**src/rtl/dbba_pkg.sv**
```systemverilog
package dbba_pkg;

  localparam int SizeBits  = 24;
  localparam int SizeW     = SizeBits + 1;
  localparam int AddrW     = 64;
  localparam int FenceW    = 64;
  localparam int AlignW    = 5;
  localparam int FuncW     = 2;
  localparam int WideW     = 33;
  localparam int SumW      = WideW + 1;
  localparam int CfgIdxW   = 2;
  localparam int CfgDataW  = 64;
  localparam int InDataW   = 96;
  localparam int OutDataW  = 120;

  localparam logic [FuncW-1:0] FUNC_ALLOC  = 2'd0;
  localparam logic [FuncW-1:0] FUNC_BEGIN  = 2'd1;
  localparam logic [FuncW-1:0] FUNC_SUBMIT = 2'd2;

  localparam logic [CfgIdxW-1:0] REG_ENABLED = 2'd0;
  localparam logic [CfgIdxW-1:0] REG_BSIZE   = 2'd1;
  localparam logic [CfgIdxW-1:0] REG_BASE0   = 2'd2;
  localparam logic [CfgIdxW-1:0] REG_BASE1   = 2'd3;

  localparam logic [SizeW-1:0] SizeCap = SizeW'(1) << SizeBits;

  typedef struct packed {
    logic              enabled;
    logic [SizeW-1:0]  buffer_size;
    logic [AddrW-1:0]  base0;
    logic [AddrW-1:0]  base1;
    logic              clear;
  } cfg_t;

  typedef struct packed {
    logic [FuncW-1:0]  func;
    logic [SizeW-1:0]  request_size;
    logic [AlignW-1:0] alignment_log2;
    logic [FenceW-1:0] fence_value;
  } item_t;

  typedef struct packed {
    logic               granted;
    logic [AddrW-1:0]   grant_address;
    logic [SizeBits-1:0] grant_offset;
    logic               buffer_index;
    logic               fence_pending;
    logic [SizeW-1:0]   remaining_bytes;
  } res_t;

  function automatic logic [WideW-1:0] round_up(input logic [WideW-1:0] v,
                                                input logic [AlignW-1:0] alog);
    logic [WideW-1:0] mask;
    mask = (WideW'(1) << alog) - WideW'(1);
    return (v + mask) & ~mask;
  endfunction

endpackage

```
**src/rtl/dbba_cfg.sv**
```systemverilog
module dbba_cfg (
  input  logic                          clk_i,
  input  logic                          rst_ni,
  input  logic                          cfg_valid_i,
  output logic                          cfg_ready_o,
  input  logic [dbba_pkg::CfgIdxW-1:0]  cfg_index_i,
  input  logic [dbba_pkg::CfgDataW-1:0] cfg_data_i,
  output dbba_pkg::cfg_t                cfg_o
);
  import dbba_pkg::*;

  logic             enabled_q;
  logic [SizeW-1:0] bsize_q;
  logic [AddrW-1:0] base0_q;
  logic [AddrW-1:0] base1_q;
  logic [SizeW-1:0] bsize_raw;
  logic             wr;

  assign cfg_ready_o = 1'b1;
  assign wr          = cfg_valid_i && cfg_ready_o;
  assign bsize_raw   = cfg_data_i[SizeW-1:0];

  always_ff @(posedge clk_i or negedge rst_ni) begin
    if (!rst_ni) begin
      enabled_q <= 1'b0;
      bsize_q   <= SizeW'(1);
      base0_q   <= '0;
      base1_q   <= '0;
    end else if (wr) begin
      case (cfg_index_i)
        REG_ENABLED: enabled_q <= cfg_data_i[0];
        REG_BSIZE:   bsize_q   <= (bsize_raw > SizeCap) ? SizeCap : bsize_raw;
        REG_BASE0:   base0_q   <= cfg_data_i;
        REG_BASE1:   base1_q   <= cfg_data_i;
        default: ;
      endcase
    end
  end

  // enable write restarts the allocator state
  assign cfg_o.enabled     = enabled_q;
  assign cfg_o.buffer_size = bsize_q;
  assign cfg_o.base0       = base0_q;
  assign cfg_o.base1       = base1_q;
  assign cfg_o.clear       = wr && (cfg_index_i == REG_ENABLED);

endmodule

```
**src/rtl/dbba_core.sv**
```systemverilog
module dbba_core (
  input  logic            clk_i,
  input  logic            rst_ni,
  input  dbba_pkg::cfg_t  cfg_i,
  input  logic            fire_i,
  input  dbba_pkg::item_t item_i,
  output dbba_pkg::res_t  res_o
);
  import dbba_pkg::*;

  logic              cur_q, cur_d;
  logic [SizeW-1:0]  head_q, head_d;
  logic [FenceW-1:0] fence_q [2];
  logic              fence_we;

  logic [WideW-1:0]  ahead, asize;
  logic [SumW-1:0]   span;
  logic              req_ok, fits, wrap_ok;
  logic [AddrW-1:0]  base;
  logic [FenceW-1:0] next_fence;

  assign req_ok  = (item_i.request_size != '0) && (item_i.request_size <= cfg_i.buffer_size);
  assign ahead   = round_up(WideW'(head_q), item_i.alignment_log2);
  assign asize   = round_up(WideW'(item_i.request_size), item_i.alignment_log2);
  assign span    = SumW'(ahead) + SumW'(asize);
  assign fits    = span <= SumW'(cfg_i.buffer_size);
  assign wrap_ok = asize <= WideW'(cfg_i.buffer_size);
  assign base    = cur_q ? cfg_i.base1 : cfg_i.base0;
  assign next_fence = fence_q[~cur_q];

  always_comb begin
    cur_d                 = cur_q;
    head_d                = head_q;
    fence_we              = 1'b0;
    res_o.granted         = 1'b0;
    res_o.grant_address   = '0;
    res_o.grant_offset    = '0;
    res_o.fence_pending   = 1'b0;
    if (cfg_i.enabled) begin
      case (item_i.func)
        FUNC_ALLOC: begin
          if (req_ok && fits) begin
            res_o.granted       = 1'b1;
            res_o.grant_offset  = ahead[SizeBits-1:0];
            res_o.grant_address = base + AddrW'(ahead);
            head_d              = span[SizeW-1:0];
          end else if (req_ok && wrap_ok) begin
            res_o.granted       = 1'b1;
            res_o.grant_address = base;
            head_d              = asize[SizeW-1:0];
          end
        end
        FUNC_BEGIN: begin
          res_o.fence_pending = (next_fence != '0) && (next_fence > item_i.fence_value);
          cur_d               = ~cur_q;
          head_d              = '0;
        end
        FUNC_SUBMIT: fence_we = 1'b1;
        default: ;
      endcase
    end
    res_o.buffer_index    = cur_d;
    res_o.remaining_bytes = (!cfg_i.enabled || head_d >= cfg_i.buffer_size) ? '0 :
                            cfg_i.buffer_size - head_d;
  end

  always_ff @(posedge clk_i or negedge rst_ni) begin
    if (!rst_ni) begin
      cur_q      <= 1'b0;
      head_q     <= '0;
      fence_q[0] <= '0;
      fence_q[1] <= '0;
    end else if (cfg_i.clear) begin
      cur_q      <= 1'b0;
      head_q     <= '0;
      fence_q[0] <= '0;
      fence_q[1] <= '0;
    end else if (fire_i) begin
      cur_q  <= cur_d;
      head_q <= head_d;
      if (fence_we) begin
        fence_q[cur_q] <= item_i.fence_value;
      end
    end
  end

endmodule

```
**src/rtl/double_buffered_bump_allocator_unit.sv**
```systemverilog
// Frame scratch allocator over two equal buffers.
// Request channel s_axis: tuser carries the function (allocate, begin frame,
// submit frame); tdata carries request size, alignment exponent and fence.
// Result channel m_axis: one result per request, in order.
// Configuration channel cfg: index/data writes, always ready; write only while
// no request is in flight. Writing the enable register restarts the buffers.
// An accepted request is held in the request register, its result in the result
// register. Throughput: one request per cycle while m_axis_tready is high. The
// head update (round up, add, compare against buffer size) is combinational, so
// back-to-back allocations chain through the head register without bubbles.
// Stalls: a request register and a result register form a two-deep pipeline;
// when m_axis_tready is low both fill and s_axis_tready drops only once the
// request register is also full.
// Reset: disabled, buffer size 1, base addresses 0, buffer 0, head 0, fences 0;
// both pipeline stages empty.
module double_buffered_bump_allocator_unit (
  input  logic                           clk_i,
  input  logic                           rst_ni,
  input  logic                           s_axis_tvalid,
  output logic                           s_axis_tready,
  // [24:0] request_size, [29:25] alignment_log2, [93:30] fence_value
  input  logic [dbba_pkg::InDataW-1:0]   s_axis_tdata,
  // [1:0] func
  input  logic [dbba_pkg::FuncW-1:0]     s_axis_tuser,
  output logic                           m_axis_tvalid,
  input  logic                           m_axis_tready,
  // [0] granted, [64:1] grant_address, [88:65] grant_offset, [89] buffer_index,
  // [90] fence_pending, [115:91] remaining_bytes
  output logic [dbba_pkg::OutDataW-1:0]  m_axis_tdata,
  input  logic                           cfg_valid_i,
  output logic                           cfg_ready_o,
  input  logic [dbba_pkg::CfgIdxW-1:0]   cfg_index_i,
  input  logic [dbba_pkg::CfgDataW-1:0]  cfg_data_i
);
  import dbba_pkg::*;

  cfg_t  cfg;
  item_t item_q;
  res_t  res, res_q;
  logic  in_vld_q, out_vld_q;
  logic  advance, fire;

  dbba_cfg u_cfg (
    .clk_i       (clk_i),
    .rst_ni      (rst_ni),
    .cfg_valid_i (cfg_valid_i),
    .cfg_ready_o (cfg_ready_o),
    .cfg_index_i (cfg_index_i),
    .cfg_data_i  (cfg_data_i),
    .cfg_o       (cfg)
  );

  dbba_core u_core (
    .clk_i  (clk_i),
    .rst_ni (rst_ni),
    .cfg_i  (cfg),
    .fire_i (fire),
    .item_i (item_q),
    .res_o  (res)
  );

  assign advance       = !out_vld_q || m_axis_tready;
  assign fire          = in_vld_q && advance;
  assign s_axis_tready = !in_vld_q || advance;

  always_ff @(posedge clk_i or negedge rst_ni) begin
    if (!rst_ni) begin
      in_vld_q  <= 1'b0;
      out_vld_q <= 1'b0;
    end else begin
      if (s_axis_tready) begin
        in_vld_q <= s_axis_tvalid;
      end
      if (advance) begin
        out_vld_q <= in_vld_q;
      end
    end
  end

  always_ff @(posedge clk_i) begin
    if (s_axis_tvalid && s_axis_tready) begin
      item_q.func           <= s_axis_tuser;
      item_q.request_size   <= s_axis_tdata[24:0];
      item_q.alignment_log2 <= s_axis_tdata[29:25];
      item_q.fence_value    <= s_axis_tdata[93:30];
    end
    if (fire) begin
      res_q <= res;
    end
  end

  assign m_axis_tvalid = out_vld_q;
  assign m_axis_tdata  = {4'b0, res_q.remaining_bytes, res_q.fence_pending,
                          res_q.buffer_index, res_q.grant_offset,
                          res_q.grant_address, res_q.granted};

  a_req_hold: assert property (@(posedge clk_i) disable iff (!rst_ni)
    in_vld_q && !advance |=> in_vld_q && $stable(item_q))
    else $error("pending request lost or changed");

  a_fire_out: assert property (@(posedge clk_i) disable iff (!rst_ni)
    fire |=> out_vld_q)
    else $error("processed request produced no result");

  a_grant_excl: assert property (@(posedge clk_i) disable iff (!rst_ni)
    out_vld_q && res_q.granted |-> !res_q.fence_pending)
    else $error("grant and fence flag together");

  a_nogrant_zero: assert property (@(posedge clk_i) disable iff (!rst_ni)
    out_vld_q && !res_q.granted |-> res_q.grant_address == '0 && res_q.grant_offset == '0)
    else $error("failed request carries an address");

endmodule

```
**config.mk**
```make
export PLATFORM = sky130hd
export DESIGN_NAME = double_buffered_bump_allocator_unit
export DESIGN_NICKNAME = d
export VERILOG_FILES = /design/src/rtl/dbba_pkg.sv /design/src/rtl/dbba_cfg.sv /design/src/rtl/dbba_core.sv /design/src/rtl/double_buffered_bump_allocator_unit.sv
export SDC_FILE = /design/constraint.sdc
export NUM_CORES = 1
export LEC_CHECK = 0
export ABC_CLOCK_PERIOD_IN_PS = 33500
export CAP_MARGIN = 20
export CORE_MARGIN = 2
export CORE_UTILIZATION = 37
export CTS_BUF_LIST = sky130_fd_sc_hd__clkbuf_4 sky130_fd_sc_hd__clkbuf_8 sky130_fd_sc_hd__clkbuf_16
export CTS_CLUSTER_DIAMETER = 200
export DETAILED_ROUTE_END_ITERATION = 10
export DONT_BUFFER_PORTS = 1
export GPL_ROUTABILITY_DRIVEN = 1
export GPL_TIMING_DRIVEN = 0
export SYNTH_ARGS = -nofsm -noshare
export SYNTH_HDL_FRONTEND = slang
export SYNTH_HIERARCHICAL = 1
export SYNTH_SLANG_ARGS = --single-unit
export TNS_END_PERCENT = 20
```
**constraint.sdc**
```tcl
create_clock -name clk_i -period 33.5 [get_ports clk_i]
set_input_delay 1.675 -clock clk_i [delete_from_list [all_inputs] [get_ports clk_i]]
set_output_delay 1.675 -clock clk_i [all_outputs]
set_load 0.005 [all_outputs]
```
Word-level counts from Yosys, hierarchy flattened:

Index checks and enable logic that the tools add are counted.

* register bits: 522
* bits of input ports: 169
* output and inout port bits: 123
* word-level logic and storage cells: 100

* $add $sub $neg: 6
* magnitude comparators: 9
* equality and inequality tests: 5
* shift-type cells: 1
* mux-type cells: 25
* bitwise logic cells: 6
* reduce and logical (&&, ||, !) cells: 28

Operators with widths (number)
* $mux W128: 3
* $mux W64: 5
* $mux W25: 6
* $mux W65: 2
* $bwmux W128: 1
* $add A25 B33 Y33: 2
* $and A33 B33 Y33: 2
* $add A64 B33 Y64: 1
* $demux W64 S1: 1
* $gt A64 B64 Y1: 1
* $reduce_bool A64 Y1: 1
* $pmux W25 S2: 1
* $add A33 B33 Y34: 1
* $le A34 B25 Y1: 1
* $le A33 B25 Y1: 1
* $not A33 Y33: 1
* $shl A1 B5 Y33 const A: 1
* $sub A33 B2 Y33 const B: 1
* $ge A25 B25 Y1: 1
* $gt A25 B25 Y1 const B: 1
* $le A25 B25 Y1: 1
* $reduce_bool A25 Y1: 1
* $sub A25 B25 Y25: 1
* $reduce_and A2 Y1: 7
* 13 further kinds: 36

Depth between registers and ports, before layout:

* depth after elaboration: 12
* depth in mapped cells: 59
* mapped depth without buffers: 54

Hierarchy:

Netlist, hierarchy kept.

By module, submodules not included
* dbba_core: instances 1, cells an instance 2526, area an instance 20686.1 µm², sequential area each 3853.7 µm²
* double_buffered_bump_allocator_unit: instances 1, cells an instance 225, area an instance 6503.7 µm², sequential area each 6416.2 µm²
* dbba_cfg: instances 1, cells an instance 357, area an instance 5998.3 µm², sequential area each 3854.9 µm²

Worst setup path after synthesis:

OpenSTA, ideal clock, no wires.

* kind: register to register
* from: reg item_q[65] (netlist bit)
* to: reg res_q (netlist bit m_axis_tdata[106]), data pin
* setup time: 0.269 ns
* arrival: 11.157 ns
* data required time: 33.231 ns
* path slack: 22.074 ns
* cell stages (with the launch flop): 58
* buffers on the path: 5
* period minus slack after synthesis: 11.426 ns
* cell sequence: edfxtp_1 > clkbuf_1 > clkbuf_1 > nor2_1 > nand3_1 > ha_1 > clkbuf_1 > inv_1 > nand2_1 > nor2_1 > a21oi_1 > o21ai_0 > ha_1 > o211ai_1 > a21oi_1 > nor4b_2 > o21ai_1 > a31o_2 > [22 not listed] > buf_6 > mux2i_1 > o21a_1 > ha_1 > nor2b_1 > o21ai_0 > a21boi_0 > o21ai_0 > a21oi_1 > o21ai_0 > a21boi_0 > o21ai_0 > a211oi_1 > or2_2 > a211o_1 > a21oi_1 > clkbuf_1 > nor3_1

* cells in the longest elaborated chain, start to end: 12
* elaborated cells on any way between the ends: 19
* those cells by class: 5 x add/sub; 3 x order compare; 1 x shift; 4 x mux; 3 x bitwise; 3 x reduce/logical

RTL lines
* start: declaration: line double_buffered_bump_allocator_unit.sv:38 `item_t item_q;`
* $shl A1 B5 Y33 *: line dbba_pkg.sv:54 `mask = (WideW'(1) << alog) - WideW'(1);`
* $sub A33 B2 Y33 *: line dbba_pkg.sv:54
* $add A25 B33 Y33 / $not A33 Y33 (equally long branches): line dbba_pkg.sv:55 `return (v + mask) & ~mask;`
* $and A33 B33 Y33: line dbba_pkg.sv:55
* $add A33 B33 Y34 / $le A33 B25 Y1 (equally long branches): line dbba_core.sv:25, dbba_core.sv:27
* $le A34 B25 Y1 / $logic_and A1 B1 Y1 (equally long branches): line dbba_core.sv:26, dbba_core.sv:47
* $logic_and A1 B1 Y1 / $mux W25 (equally long branches): line dbba_core.sv:42, dbba_core.sv:47
* $mux W25 *: line dbba_core.sv:42 `if (req_ok && fits) begin`
* $pmux W25 S2 *: line dbba_core.sv:40 `case (item_i.func)`
* $mux W25 *: line dbba_core.sv:39 `if (cfg_i.enabled) begin`
* $ge A25 B25 Y1: line dbba_core.sv:63 `res_o.remaining_bytes = (!cfg_i.enabled || head_d >= cfg_i.buffer_size) ? '0 :`
* $logic_or A1 B1 Y1: line dbba_core.sv:63
* end signal: assignment: line double_buffered_bump_allocator_unit.sv:88 `res_q <= res;`
* end: declaration: line double_buffered_bump_allocator_unit.sv:39 `res_t res, res_q;`

Every way passes the cells marked *; elsewhere a longest branch is shown, timed or not.
A chain may end at the register's enable or synchronous reset.

Worst setup path in the final report:

* from: reg item_q[66] (netlist bit)
* to: reg res_q (netlist bit m_axis_tdata[105]), data pin

The elaborated chain is that of the path after synthesis.

==> impl_metrics.json <==
{
  "status": "complete, no violations",
  "async_flop_share_pct": 59.4,
  "rr_startpoint": "item_q[66]",
  "syn_avg_cell_area_um2": 10.7,
  "pin_count": 292,
  "timing.rr.end": "m_axis_tdata[105]",
  "grt_pass1_wl_um": 157000,
  "tightest_slew_ps": 1120,
  "cts_sinks": 522,
  "fp.dieW_um": 303,
  "ys_seq_elements": 522,
  "ys_seq_area_share_pct": 42.6,
  "drive_gt1_share_pct": 14.7,
  "grt_max_degree": 311,
  "viasPerCell": 5.71,
  "start_util_pct": 37.4,
  "worstSetupPathType": "flop to flop",
  "hold_depth": 1,
  "skew_ps": 43.1,
  "rsz0062_at_grt": "false",
  "slew_headroom_pct": 25.4,
  "cts_made_buffers": 58,
  "yosysUniqueCellTypes": 103,
  "hold_buffers": 0,
  "setup_violations": 0,
  "period_share_pct": 48.2,
  "wl_per_cell_um": 24.3,
  "syn_area_mm2": 0.0332,
  "final_nets": 3632,
  "overflow": 0,
  "post_dp_cell_area_mm2": 0.0348,
  "min_to": "u_cfg/base0_q[54]",
  "slowest_delay_ps": 800,
  "report.final.slew_viol_count": 0,
  "core_area_mm2": 0.0886,
  "synth-edff-count": 212,
  "vias": 25100,
  "critPathLaunchType": "flop",
  "reg2reg_slack_ps": 17360,
  "cts_setup_buffers": 0,
  "num_rows": 109,
  "clk_pin_slew_ps": 60,
  "ys_top_cells_by_count": "dfrtp_1, ha_1, mux2_2",
  "die_area_mm2": 0.0921,
  "grt.total_usage_pct": 22.9,
  "detail-route-antenna-nets": 0,
  "synth-main-ff-cell": "dfrtp_1",
  "syn2layout_area_growth_pct": 10.8,
  "cts_resized": 0,
  "synth_top_area_cell": "dfrtp_1",
  "grt_pass1_vias": 24900,
  "p_leak_nw": 16.0,
  "yosysMostFrequentCell": "dfrtp_1",
  "die_y_um": 303,
  "cap_violations": 0,
  "dp_hpwl_um": 84300,
  "fin_area_mm2": 0.0368,
  "ir_drop_uv": 58.4,
  "critPathRequiredTime_ps": 33810,
  "clk_path_buf_depth": 3,
  "ff2ff_path_depth": 56,
  "cp_top_family": "compound AO/OA/AOI/OAI gates",
  "drt_wl_total_um": 107000,
  "antenna_found_initial": 15,
  "hold_violations": 0,
  "insertion_delay_ps": 670,
  "min-delay-start": "u_cfg/base0_q[54]",
  "ys_warn_count": 6,
  "hold_path.class": "flop to flop",
  "arrival_ps": 16450,
  "fill_cells": 8618,
  "worst-path-buf-inv": 5,
  "synthTopCellsByArea": "dfrtp_1, edfxtp_1, ha_1, mux2_2, a22o_1",
  "portBuffers": 0,
  "syn_inst": 3108,
  "timing.setup.tns_ps": 0,
  "critPathSlowestCell": "a21oi_1",
  "cp_common_cell": "o21ai_0",
  "cts_tree": "built",
  "cp-end-kind": "flop",
  "fmax_ghz": 0.0620,
  "htree_num_levels": 2,
  "drc": 0,
  "cp_max_fo": 10,
  "finalPower_mw": 2.24,
  "dr.pass1.iters": 6,
  "yosysTopAreaCellShare_pct": 23.3,
  "p_per_area_mw_per_mm2": 60.9,
  "routabilityCongestion": 0.922,
  "fin_crit_ps": 16140,
  "cts_root_buffer": "clkbuf_16",
  "drtIter0Drc": 2049
}
[area by class of cell]
class | count | area (um^2) | area share, %
Buffer | 134 | 682 | 1.85
Inverter | 149 | 559 | 1.52
Tap cell | 1165 | 1460 | 3.96
Multi-Input combinational cell | 2308 | 17800 | 48.5
Antenna cell | 8 | 20.0 | 0.0544
Clock inverter | 45 | 434 | 1.18
Clock buffer | 65 | 1550 | 4.22
Sequential cell | 522 | 14100 | 38.4
Timing Repair Buffer | 6 | 106 | 0.289
[power by group]
part	internal [mW]	switching (mW)
clock	0.364	0.290
combinational	0.313	0.465
sequential	0.753	0.0526
[cells by family (layout without fill, tap and decap cells)]
kind of cell / Yosys count / in the layout / synth area share (%)
flip-flops: 522 / 522 / 42.6
multiplexers: 321 / 321 / 10.8
buffers and inverters: 283 / 399 / 3.74
AND/OR/NAND/NOR: 786 / 786 / 12.5
XOR/XNOR: 109 / 109 / 2.88
AO/OA/AOI/OAI: 799 / 799 / 16.7
other: 3 / 16 / 0.0339
adder cells (fa/ha/maj): 285 / 285 / 10.9
[cells in the final DEF, fill, tap and decap left out, types with 13 or more instances in the layout]
master     count
xnor2_1       64
a22o_1       153
nor2_1       215
xor2_1        45
inv_1        148
a211oi_1      38
buf_4         13
ha_1         279
nand2b_1      37
nand2_1      116
o211ai_1      14
and2b_1       15
and2_1        17
nand3_1       45
and3_1        33
nand4_1       59
or2_2         14
mux2_2       268
a21o_1        92
dfrtp_1      309
o21bai_1      20
nor3_1        78
nor2b_1       67
buf_6         14
clkbuf_16     60
a22oi_1       30
a31oi_1       18
mux2i_1       48
o21ai_0      112
nor4_1        32
edfxtp_1     212
a21oi_1      200
clkbuf_1      87
o21a_1        18
[routing by layer]
layer	part of all wire [%]	GRT usage [%]	vias to the layer above
met5	0.086	0	-
met4	3.8	8.84	16
met3	6.8	4.95	184
met2	48	38.2	750
met1	42	28.9	12400
li1	-	-	11800
[flip-flops by register name, summed over array words and instances (netlist names)]
name,count
item_q,96
u_core/head_q,25
in_vld_q,1
u_cfg/bsize_q,25
u_cfg/base0_q,64
u_core/fence_q,128
m_axis_tvalid,1
m_axis_tdata,116
u_cfg/enabled_q,1
u_core/cur_q,1
u_cfg/base1_q,64
[per-stage QoR]
| step | std cells | setup WS, ps | utilization [%] | hold WS, ps |
|---|---|---|---|---|
| floorplan | 3113 | 22070 | - | 467 |
| global placement | 4278 | 17310 | 39.1 | 480 |
| detailed placement | 4283 | 17610 | 39.2 | 484 |
| CTS | 4393 | 17570 | 41.5 | 498 |
| global route | 4394 | 16680 | 41.5 | 508 |
| finish | 4402 | 17360 | 41.5 | 497 |
[worst max-delay path by stage]
stage / start / end / slack, ps / cells after the start
2_1_floorplan: item_q[65] / m_axis_tdata[106] / 22070 / 57
3_3_place_gp: item_q[66] / m_axis_tdata[112] / 17310 / 54
3_5_place_dp: item_q[66] / m_axis_tdata[106] / 17610 / 56
4_1_cts: item_q[66] / m_axis_tdata[106] / 17570 / 56
5_1_grt: item_q[66] / m_axis_tdata[106] / 16680 / 56
6_report: item_q[66] / m_axis_tdata[105] / 17360 / 56
Power figures use the tool's default switching activity.
